[src/sv/ccsb_pkg.sv]
// Package for the clipped colour-key sprite blitter: widths, register indexes,
// request kinds and the structs passed between the pipeline stages.
// Depends on nothing; every other file imports it.
`timescale 1ns / 1ps

package ccsb_pkg;

    // Register indexes on the configuration port
    localparam int unsigned CfgIndexW = 3;
    localparam logic [CfgIndexW-1:0] REG_VIEW_WIDTH    = 3'd0;
    localparam logic [CfgIndexW-1:0] REG_VIEW_HEIGHT   = 3'd1;
    localparam logic [CfgIndexW-1:0] REG_LINE_PITCH    = 3'd2;
    localparam logic [CfgIndexW-1:0] REG_SCROLL_X      = 3'd3;
    localparam logic [CfgIndexW-1:0] REG_SCROLL_Y      = 3'd4;
    localparam logic [CfgIndexW-1:0] REG_DEST_BASE     = 3'd5;
    localparam logic [CfgIndexW-1:0] REG_HONOUR_HIDDEN = 3'd6;

    localparam int unsigned CfgDataW = 32;

    // Request kinds carried on s_tuser
    localparam logic REQ_HEADER = 1'b0;
    localparam logic REQ_PIXEL  = 1'b1;

    localparam int unsigned CoordW = 16;  // world coordinates
    localparam int unsigned DimW   = 12;  // frame and view sizes
    localparam int unsigned PitchW = 16;
    localparam int unsigned AddrW  = 32;
    localparam int unsigned PixW   = 8;

    localparam int unsigned InDataW  = 72;  // 65 field bits padded to bytes
    localparam int unsigned OutDataW = 40;

    // Reset values of the registers
    localparam logic [DimW-1:0]   VIEW_WIDTH_RST  = 12'd320;
    localparam logic [DimW-1:0]   VIEW_HEIGHT_RST = 12'd200;
    localparam logic [PitchW-1:0] LINE_PITCH_RST  = 16'd320;

    typedef struct packed {
        logic [DimW-1:0]          view_width;
        logic [DimW-1:0]          view_height;
        logic [PitchW-1:0]        line_pitch;
        logic signed [CoordW-1:0] scroll_x;
        logic signed [CoordW-1:0] scroll_y;
        logic [AddrW-1:0]         dest_base;
        logic                     honour_hidden;
    } cfg_t;

    // One input transaction, unpacked
    typedef struct packed {
        logic                     req_type;
        logic signed [CoordW-1:0] sprite_x;
        logic signed [CoordW-1:0] sprite_y;
        logic [DimW-1:0]          frame_width;
        logic [DimW-1:0]          frame_height;
        logic                     hidden;
        logic [PixW-1:0]          pixel;
    } req_t;

    // A visible, opaque pixel in view coordinates
    typedef struct packed {
        logic [DimW-1:0] px;
        logic [DimW-1:0] py;
        logic [PixW-1:0] value;
    } hit_t;

endpackage

[src/sv/ccsb_track.sv]
// Sprite tracker and clip stage: holds the current sprite's origin, size and
// raster position, and registers each visible opaque pixel. Uses ccsb_pkg.
`timescale 1ns / 1ps

module ccsb_track (
    input  logic          aclk,
    input  logic          aresetn,
    input  logic          load,       // input transaction accepted
    input  logic          drain,      // stage register moves on
    input  ccsb_pkg::req_t req,
    input  ccsb_pkg::cfg_t cfg,
    output logic          hit_valid,
    output ccsb_pkg::hit_t hit
);
    import ccsb_pkg::*;

    logic signed [CoordW:0] origin_x_reg, origin_x_next;
    logic signed [CoordW:0] origin_y_reg, origin_y_next;
    logic [DimW-1:0] cur_width_reg, cur_width_next;
    logic [DimW-1:0] cur_height_reg, cur_height_next;
    logic [DimW-1:0] column_reg, column_next;
    logic [DimW-1:0] row_reg, row_next;
    logic            suppressed_reg, suppressed_next;
    logic            hit_valid_reg, hit_valid_next;
    hit_t            hit_reg, hit_next;

    logic signed [CoordW+1:0] px;
    logic signed [CoordW+1:0] py;
    logic [DimW:0]            column_inc;
    logic [DimW:0]            row_inc;
    logic                     visible;

    always_comb begin
        px = {origin_x_reg[CoordW], origin_x_reg} + $signed({6'b0, column_reg});
        py = {origin_y_reg[CoordW], origin_y_reg} + $signed({6'b0, row_reg});
        visible = (req.pixel != '0) && !px[CoordW+1] && !py[CoordW+1]
                  && (px[CoordW:0] < {5'b0, cfg.view_width})
                  && (py[CoordW:0] < {5'b0, cfg.view_height});
        column_inc = {1'b0, column_reg} + 13'd1;
        row_inc    = {1'b0, row_reg} + 13'd1;
    end

    always_comb begin
        origin_x_next   = origin_x_reg;
        origin_y_next   = origin_y_reg;
        cur_width_next  = cur_width_reg;
        cur_height_next = cur_height_reg;
        column_next     = column_reg;
        row_next        = row_reg;
        suppressed_next = suppressed_reg;
        hit_valid_next  = drain ? 1'b0 : hit_valid_reg;
        hit_next        = hit_reg;
        if (load) begin
            hit_valid_next = 1'b0;
            if (req.req_type == REQ_HEADER) begin
                origin_x_next   = {req.sprite_x[CoordW-1], req.sprite_x}
                                  - {cfg.scroll_x[CoordW-1], cfg.scroll_x};
                origin_y_next   = {req.sprite_y[CoordW-1], req.sprite_y}
                                  - {cfg.scroll_y[CoordW-1], cfg.scroll_y};
                cur_width_next  = req.frame_width;
                cur_height_next = req.frame_height;
                column_next     = '0;
                row_next        = '0;
                suppressed_next = (req.frame_width == '0) || (req.frame_height == '0)
                                  || (req.hidden && cfg.honour_hidden);
            end else if (!suppressed_reg) begin
                hit_valid_next = visible;
                hit_next.px    = px[DimW-1:0];
                hit_next.py    = py[DimW-1:0];
                hit_next.value = req.pixel;
                // advance raster position, close the frame after its last pixel
                if (column_inc >= {1'b0, cur_width_reg}) begin
                    column_next = '0;
                    if (row_inc >= {1'b0, cur_height_reg}) begin
                        row_next        = '0;
                        suppressed_next = 1'b1;
                    end else begin
                        row_next = row_inc[DimW-1:0];
                    end
                end else begin
                    column_next = column_inc[DimW-1:0];
                end
            end
        end
    end

    always_ff @(posedge aclk) begin
        if (!aresetn) begin
            origin_x_reg   <= '0;
            origin_y_reg   <= '0;
            cur_width_reg  <= '0;
            cur_height_reg <= '0;
            column_reg     <= '0;
            row_reg        <= '0;
            suppressed_reg <= 1'b1;
            hit_valid_reg  <= 1'b0;
        end else begin
            origin_x_reg   <= origin_x_next;
            origin_y_reg   <= origin_y_next;
            cur_width_reg  <= cur_width_next;
            cur_height_reg <= cur_height_next;
            column_reg     <= column_next;
            row_reg        <= row_next;
            suppressed_reg <= suppressed_next;
            hit_valid_reg  <= hit_valid_next;
        end
    end

    always_ff @(posedge aclk) begin
        hit_reg <= hit_next;
    end

    assign hit_valid = hit_valid_reg;
    assign hit       = hit_reg;

endmodule

[src/sv/ccsb_addr.sv]
// Address stage: forms base + y*pitch + x for a visible pixel and holds the
// write in the output register until it is taken. Uses ccsb_pkg.
`timescale 1ns / 1ps

module ccsb_addr (
    input  logic                          aclk,
    input  logic                          aresetn,
    input  logic                          advance,
    input  logic                          hit_valid,
    input  ccsb_pkg::hit_t                hit,
    input  ccsb_pkg::cfg_t                cfg,
    output logic                          out_valid,
    output logic [ccsb_pkg::AddrW-1:0]    out_address,
    output logic [ccsb_pkg::PixW-1:0]     out_value
);
    import ccsb_pkg::*;

    localparam int unsigned ProdW = DimW + PitchW;

    logic [ProdW-1:0] row_offset;
    logic             valid_reg, valid_next;
    logic [AddrW-1:0] address_reg, address_next;
    logic [PixW-1:0]  value_reg, value_next;

    always_comb begin
        row_offset   = ProdW'(hit.py) * ProdW'(cfg.line_pitch);
        valid_next   = valid_reg;
        address_next = address_reg;
        value_next   = value_reg;
        if (advance) begin
            valid_next   = hit_valid;
            address_next = cfg.dest_base + AddrW'(row_offset) + AddrW'(hit.px);
            value_next   = hit.value;
        end
    end

    always_ff @(posedge aclk) begin
        if (!aresetn) begin
            valid_reg <= 1'b0;
        end else begin
            valid_reg <= valid_next;
        end
    end

    always_ff @(posedge aclk) begin
        address_reg <= address_next;
        value_reg   <= value_next;
    end

    assign out_valid   = valid_reg;
    assign out_address = address_reg;
    assign out_value   = value_reg;

endmodule

[src/sv/clipped_colorkey_sprite_blit_core.sv]
// Top level of the clipped colour-key sprite blitter: stream ports, the
// configuration registers and the two pipeline stages. Uses ccsb_pkg,
// ccsb_track and ccsb_addr.
//
// A header transaction (tuser 0) opens a sprite; the pixel transactions that
// follow (tuser 1) arrive in raster order, one frame row after another. Each
// opaque pixel whose view position lies inside view_width x view_height turns
// into one write transaction on the m_ side carrying the byte address
// dest_base + y*line_pitch + x and the pixel value. Transparent pixels,
// clipped pixels, pixels of hidden sprites (when honour_hidden is set) and
// pixels beyond the end of the frame give nothing. One transaction is taken
// every clock unless a stalled output register holds a full clip stage. The
// clip runs on the incoming pixel and is registered at the accepting edge;
// the address is then formed from that register with a single 12 x 16 bit
// multiply and registered in the output register that drives m_tvalid. Scroll
// and honour_hidden are sampled by each header; the other registers act on
// every pixel. Write the registers only while no transaction is in flight.
`timescale 1ns / 1ps

module clipped_colorkey_sprite_blit_core (
    input  logic                              aclk,
    input  logic                              aresetn,
    // configuration write port
    input  logic                              cfg_we,
    input  logic [ccsb_pkg::CfgIndexW-1:0]    cfg_index,
    input  logic [ccsb_pkg::CfgDataW-1:0]     cfg_data,
    // request stream
    input  logic                              s_tvalid,
    output logic                              s_tready,
    // [15:0] sprite_x, [31:16] sprite_y, [43:32] frame_width,
    // [55:44] frame_height, [56] hidden, [64:57] pixel, [71:65] zero
    input  logic [ccsb_pkg::InDataW-1:0]      s_tdata,
    // [0] req_type
    input  logic                              s_tuser,
    // write stream
    output logic                              m_tvalid,
    input  logic                              m_tready,
    // [31:0] write_address, [39:32] write_value
    output logic [ccsb_pkg::OutDataW-1:0]     m_tdata
);
    import ccsb_pkg::*;

    cfg_t cfg_reg, cfg_next;
    req_t req;
    hit_t hit;
    logic hit_valid;
    logic advance;
    logic load;
    logic             out_valid;
    logic [AddrW-1:0] out_address;
    logic [PixW-1:0]  out_value;

    // Register file: take a write whenever the enable is high
    always_comb begin
        cfg_next = cfg_reg;
        if (cfg_we) begin
            unique case (cfg_index)
                REG_VIEW_WIDTH:    cfg_next.view_width    = cfg_data[DimW-1:0];
                REG_VIEW_HEIGHT:   cfg_next.view_height   = cfg_data[DimW-1:0];
                REG_LINE_PITCH:    cfg_next.line_pitch    = cfg_data[PitchW-1:0];
                REG_SCROLL_X:      cfg_next.scroll_x      = cfg_data[CoordW-1:0];
                REG_SCROLL_Y:      cfg_next.scroll_y      = cfg_data[CoordW-1:0];
                REG_DEST_BASE:     cfg_next.dest_base     = cfg_data[AddrW-1:0];
                REG_HONOUR_HIDDEN: cfg_next.honour_hidden = cfg_data[0];
                default:           cfg_next = cfg_reg;  // unmapped index: drop
            endcase
        end
    end

    always_ff @(posedge aclk) begin
        if (!aresetn) begin
            cfg_reg.view_width    <= VIEW_WIDTH_RST;
            cfg_reg.view_height   <= VIEW_HEIGHT_RST;
            cfg_reg.line_pitch    <= LINE_PITCH_RST;
            cfg_reg.scroll_x      <= '0;
            cfg_reg.scroll_y      <= '0;
            cfg_reg.dest_base     <= '0;
            cfg_reg.honour_hidden <= 1'b1;
        end else begin
            cfg_reg <= cfg_next;
        end
    end

    // Unpack the request transaction
    assign req.req_type     = s_tuser;
    assign req.sprite_x     = s_tdata[15:0];
    assign req.sprite_y     = s_tdata[31:16];
    assign req.frame_width  = s_tdata[43:32];
    assign req.frame_height = s_tdata[55:44];
    assign req.hidden       = s_tdata[56];
    assign req.pixel        = s_tdata[64:57];

    // Advance the output register when it is empty or being taken; hold the
    // clip stage otherwise. A new request enters whenever the clip stage
    // is empty or moving on.
    assign advance  = !out_valid || m_tready;
    assign s_tready = !hit_valid || advance;
    assign load     = s_tvalid && s_tready;

    ccsb_track u_track (
        .aclk      (aclk),
        .aresetn   (aresetn),
        .load      (load),
        .drain     (advance),
        .req       (req),
        .cfg       (cfg_reg),
        .hit_valid (hit_valid),
        .hit       (hit)
    );

    ccsb_addr u_addr (
        .aclk        (aclk),
        .aresetn     (aresetn),
        .advance     (advance),
        .hit_valid   (hit_valid),
        .hit         (hit),
        .cfg         (cfg_reg),
        .out_valid   (out_valid),
        .out_address (out_address),
        .out_value   (out_value)
    );

    assign m_tvalid = out_valid;
    assign m_tdata  = {out_value, out_address};

endmodule

[config.mk]
export PLATFORM = sky130hd
export DESIGN_NAME = clipped_colorkey_sprite_blit_core
export DESIGN_NICKNAME = d
export VERILOG_FILES = /design/src/sv/ccsb_pkg.sv /design/src/sv/ccsb_track.sv /design/src/sv/ccsb_addr.sv /design/src/sv/clipped_colorkey_sprite_blit_core.sv
export SDC_FILE = /design/constraint.sdc
export NUM_CORES = 1
export LEC_CHECK = 0
export ABC_CLOCK_PERIOD_IN_PS = 5740
export BUFFER_PORTS_ARGS = -buffer_cell sky130_fd_sc_hd__buf_4
export CORE_MARGIN = 1.5
export CORE_UTILIZATION = 31
export DETAILED_ROUTE_END_ITERATION = 6
export HOLD_SLACK_MARGIN = 0.15
export PLACE_DENSITY = 0.54
export SLEW_MARGIN = 20
export SYNTH_ARGS = -nofsm -noshare
export SYNTH_HDL_FRONTEND = slang
export SYNTH_HIERARCHICAL = 1
export SYNTH_SLANG_ARGS = --single-unit
[constraint.sdc]
create_clock -name aclk -period 5.74 [get_ports aclk]
set_clock_uncertainty 0.1 [all_clocks]
set_input_delay 1.148 -clock aclk [delete_from_list [all_inputs] [get_ports aclk]]
set_output_delay 1.148 -clock aclk [all_outputs]
set_load 0.02 [all_outputs]
# After elaboration in Yosys (flattened, before gate mapping)
# Cells that the tools add are included.
# word_totals
output_inout_bits	42
register_bits	262
mem_count	0
in_bits	113
latchBits	0
romBits	0
ram_bits	0
elab_cells	89
# classes
shift	0
mux	15
add_sub_neg	8
n_mul	1
bitwise_logic	2
reduce_logical	30
n_div	0
n_lt_le_gt_ge	4
n_eq_ne	8
# ops
op	count
$mux 12	7
$add 17x13->18	2
$lt 17x12->1	2
$sub 16x16->17	2
$add 32x12->32	1
$add 32x28->32	1
$mul 12x16->28	1
$add 12x1->13 const B	2
$ge 13x12->1	2
$logic_not 12->1	2
$reduce_and 2->1	9
$eq 3x3->1 const B	3
$mux 1	8
$reduce_bool 8->1	1
$eq 3x2->1 const B	2
$logic_and 1x1->1	6
$reduce_and 3->1	2
$logic_not 1->1	4
$logic_or 1x1->1	4
$eq 3x1->1 const B	1
$logic_not 3->1	1
$ne 2x1->1 const B	1
$ne 2x2->1 const B	1
$not 1->1	2
$reduce_bool 2->1	1

# Longest topological paths before layout
# logic_depth
word_depth	9
depth_mapped	23
mapped_depth_nobuf	21

# By module
# Netlist, hierarchy kept.
# by_module_without_submodules
module	cells_each	n_inst	area_each_um2	seq_area_each_um2
ccsb_addr	964	1	9098.7	1221.2
ccsb_track	1025	1	8440.6	2642.5
clipped_colorkey_sprite_blit_core	392	1	3950.0	2102.0

# Worst setup path after synthesis
# No wires, ideal clock.
# synth_path
path_kind	reg-to-reg
startpoint	register u_track.hit_reg, in the netlist u_track/hit[10]
endpoint	register u_addr.address_reg[24], in the netlist u_addr/out_address[24], data pin
t_required_ps	5460
path_stages_with_launch	21
setup_time_ps	180
setup_slack_ps	-633
synth_period_minus_slack_ps	6373
arrival_ps	6093
path_cell_list	edfxtp_1 > clkbuf_1 > and2_1 > fa_1 > inv_1 > fa_1 > inv_1 > fa_1 > fa_1 > fa_1 > inv_1 > fa_1 > inv_1 > ha_1 > and2_1 > a21o_1 > a31o_1 > or4_4 > and3b_1 > or4_1 > o311ai_1
# synth_between
elab_chain_cells	3
# synth_rtl
item	line	rtl
start: declaration	ccsb_track.sv:25	hit_t hit_reg, hit_next;
start signal: assignment	ccsb_track.sv:110	hit_reg <= hit_next;
$mul 12x16->28	ccsb_addr.sv:26	row_offset = ProdW'(hit.py) * ProdW'(cfg.line_pitch);
$add 32x28->32	ccsb_addr.sv:32	address_next = cfg.dest_base + AddrW'(row_offset) + AddrW'(hit.px);
$add 32x12->32	ccsb_addr.sv:32	
end signal: assignment	ccsb_addr.sv:46	address_reg <= address_next;
end: declaration	ccsb_addr.sv:22	logic [AddrW-1:0] address_reg, address_next;
# No other way between the ends.
# A chain may end at the register's enable or synchronous reset.

# Worst setup path in the final report
# layout_path
startpoint	register u_track.hit_reg, in the netlist u_track/hit[9]
endpoint	register u_addr.address_reg[24], in the netlist u_addr/out_address[24], data pin
# The elaborated chain is that of the path after synthesis.

==> impl_metrics.csv <==
group,metric,value,unit
critical_path,cp_common_cell,"fa_1",
final_layout,final_common_cell,"nand2_1",
final_layout,layout_common_cells,"nand2_1 (382), inv_1 (309), buf_4 (292)",
power,p_leak,12.1,nW
yosys,synth-seq-cells,262,
clock_tree,tritoncts,"built",
clock_tree,clk_pin_slew,0.05,ns
yosys,synth.area.top_cells,"dfxtp_1 (18%), fa_1 (17%), ha_1 (12%)",
critical_path,start_kind,"register",
critical_path,critPathArrivalTime,6.44,ns
global_routing,antenna_found_initial,1,
clock_tree,numCtsBuffers,35,
die,num_rows,96,
power,internal_power,0.00399,W
route,wl_per_cell,16.5,um
yosys,synthArstFlopShare,0,
worst_hold_path,hold_class,"register to register",
power,pwr-share-clk,0.365,
final_layout,area.growth.synth_to_final,21.7,%
power,power.total,0.00580,W
placement,numPlacedInstances,3505,
power,power_density,222,mW/mm^2
sta,fin_ws,-0.431,ns
final_layout,fill_cells,6960,
outcome,failed_checks,"setup timing",
critical_path,regToRegEndpoint,"u_addr/out_address[24]",
yosys,yosys_warnings,6,
outcome,status,"complete, but fails checks",
power,switching_share,0.312,
clock_tree,clock-root-buffer,"clkbuf_16",
run,cap_violations,0,
sta,slew_violations,0,
global_routing,grt_max_degree,95,
route,vias,17200,
route,finalWirelength,59200,um
clock_tree,htree_levels,2,
critical_path,path_cells,"and2_4, fa_1, inv_1, fa_1, inv_1, fa_1, fa_1, fa_1, inv_1, fa_1, inv_1, ha_4, a21o_1, a21o_1, a31o_1, or4_4, and3b_1, or4_1, o311ai_1",
global_routing,first_global_vias,17700,
sta,worstMarginPinSlew,1.04,ns
critical_path,cp_slowest_cell,"or4_4",
die,die_w,266,um
final_layout,multi_input_area,0.0143,mm^2
yosys,synth_nets,2874,
critical_path,cp_top_family,"adder cells",
yosys,synth_area,0.0215,mm^2
die,pin_count,155,
yosys,synthesis.instances,2381,
final_layout,final_nets,3119,
power,seqPwrFrac,0.359,
sta,period_needed,6.17,ns
yosys,ys_seq_area_frac,0.278,
yosys,syn_avg_cell_area,9.03,um^2
clock_tree,clockBufferDepth,3,
worst_hold_path,hold_depth,0,
critical_path,crit_type,"register to register",
clock_tree,cts.sinks,262,
critical_path,cp-end-kind,"register",
final_layout,drive_above_1_share,0.169,
power,pwr-share-comb,0.277,
critical_path,rr_startpoint,"u_track/hit[9]",
route,dr.pass1.iters,5,
worst_hold_path,worstHoldStart,"u_track/hit[1]",
sta,period_share,1.08,
route,drt.antenna.violating_nets,0,
placement,port_buffers,147,
sta,hold_viol,0,
power,p_sw,0.00181,W
yosys,yosys.cell_types.count,74,
sta,hold_slack,0.320,ns
final_layout,seq_area,0.00597,mm^2
final_layout,instances_no_fill,3582,
global_routing,grt-ovfl-total,0,
sta,slew_headroom,0.303,
sta,grt_setup_unrepaired,"true",
yosys,synth_edf_count,72,
sta,fin_tns_setup,-1.95,ns
sta,setup-violations-final,12,
die,start_util,0.313,
yosys,synth_top_area_frac,0.177,
final_layout,antenna_cells,0,
final_layout,largest_reg_flops,105,
worst_hold_path,hold-path-endpoint,"u_addr/out_value[1]",
clock_tree,clk_latency,0.56,ns
yosys,synth_ff_type,"dfxtp_1",
critical_path,path_buf_inv,4,
critical_path,critPathLaunch,"u_track/hit[9]",
placement,hpwl,46200,um
critical_path,cp_max_fo,7,
power,peakVddDrop,0.000203,V
placement,gp_congestion,0.860,
die,dieHeight,266,um
route,drt-vias-per-instance,4.79,
critical_path,reg2reg_depth,19,
sta,fmax,162,MHz
critical_path,cp.required,6.01,ns
die,die_area,0.0709,mm^2
route,detail_route.iter0.violations,738,
critical_path,reg2reg_setup_slack,-0.43,ns
yosys,synth_top_cell_by_area,"dfxtp_1",
route,drc,0,
global_routing,grt_usage,0.167,
die,core_area,0.0686,mm^2
global_routing,grt_pass1_wl,93600,um
critical_path,crit_path_max_incr_delay,0.53,ns
[metrics by stage]
stage               utilization  setup WS, ns  cell area [um^2]
global placement          0.358        -0.556             24500
floorplan                     -        -0.318             21600
detailed placement        0.358        -0.577             24500
CTS                       0.380        -0.444             26000
global route              0.381        -0.609             26200
finish                    0.381        -0.431             26200
[timing repair]
item / 4_1_cts / 5_1_grt
pin swaps: 35 / 16
setup buffers: 14 / 2
setup endpoints to repair: 18 / 18
gates cloned: 0 / 0
hold buffers: 0 / 0
resized for setup: 56 / 19
[synthesized netlist by cell type (all sizes together) (11+ instances only)]
cell type    n
nand2      384
inv        313
ha         200
dfxtp      190
fa         180
a21oi      145
mux2i      110
and2       103
clkbuf      74
edfxtp      72
nor2        68
nand3       65
xnor2       56
o21ai       49
a21o        29
buf         27
nor2b       27
a211oi      24
xor2        24
nand2b      19
nor3        19
o21a        17
or3         14
nor4        13
nand4b      12
o211ai      12
o21bai      11
[final cells by class]
class                   count  share of cell area
flip-flops and latches    262               0.228
clock buffers              50              0.0379
clock inverters            12             0.00402
repair buffers            309              0.0921
multi-input cells        1704               0.548
well taps                 931              0.0445
inverters                 314              0.0451
[power groups by stage]
| stage | Clock, W | Combinational (W) | Sequential [W] |
|---|---|---|---|
| global route | 0.00226 | 0.00177 | 0.00209 |
| detailed placement | 0 | 0.00154 | 0.00212 |
| finish | 0.00211 | 0.00160 | 0.00208 |
| floorplan | 0 | 0.000826 | 0.00219 |
| CTS | 0.00218 | 0.00160 | 0.00208 |
| global placement | 0 | 0.00153 | 0.00212 |
[per-layer routing]
metal  share of wire  routed length [um]  up-vias  track usage
met5               0                   0        -            0
met4           0.034                2030        0       0.0611
met3           0.051                3010       91       0.0292
met2            0.48               28600      349        0.289
met1            0.43               25600     8344        0.207
li1                -                   -     8375            -
[worst max path at each step]
stage,endpoint,slack [ns],cells after the start
after floorplan,u_addr/out_address[24],-0.32,20
after global placement,u_addr/out_address[24],-0.56,21
after detailed placement,u_addr/out_address[24],-0.58,21
after CTS,u_addr/out_address[24],-0.44,21
after global routing,u_addr/out_address[24],-0.61,21
final,u_addr/out_address[24],-0.43,19
[kinds of logic (layout without fill, tap and decap cells)]
family	Yosys count	after routing	share of synthesized area
AND/OR/NAND/NOR	782	782	0.175
buffers and inverters	415	685	0.0744
adder cells (fa/ha/maj)	380	380	0.284
AO/OA/AOI/OAI	349	349	0.103
flip-flops	262	262	0.278
multiplexers	113	113	0.0528
XOR/XNOR	80	80	0.0326
Power figures use the tool's default switching activity.
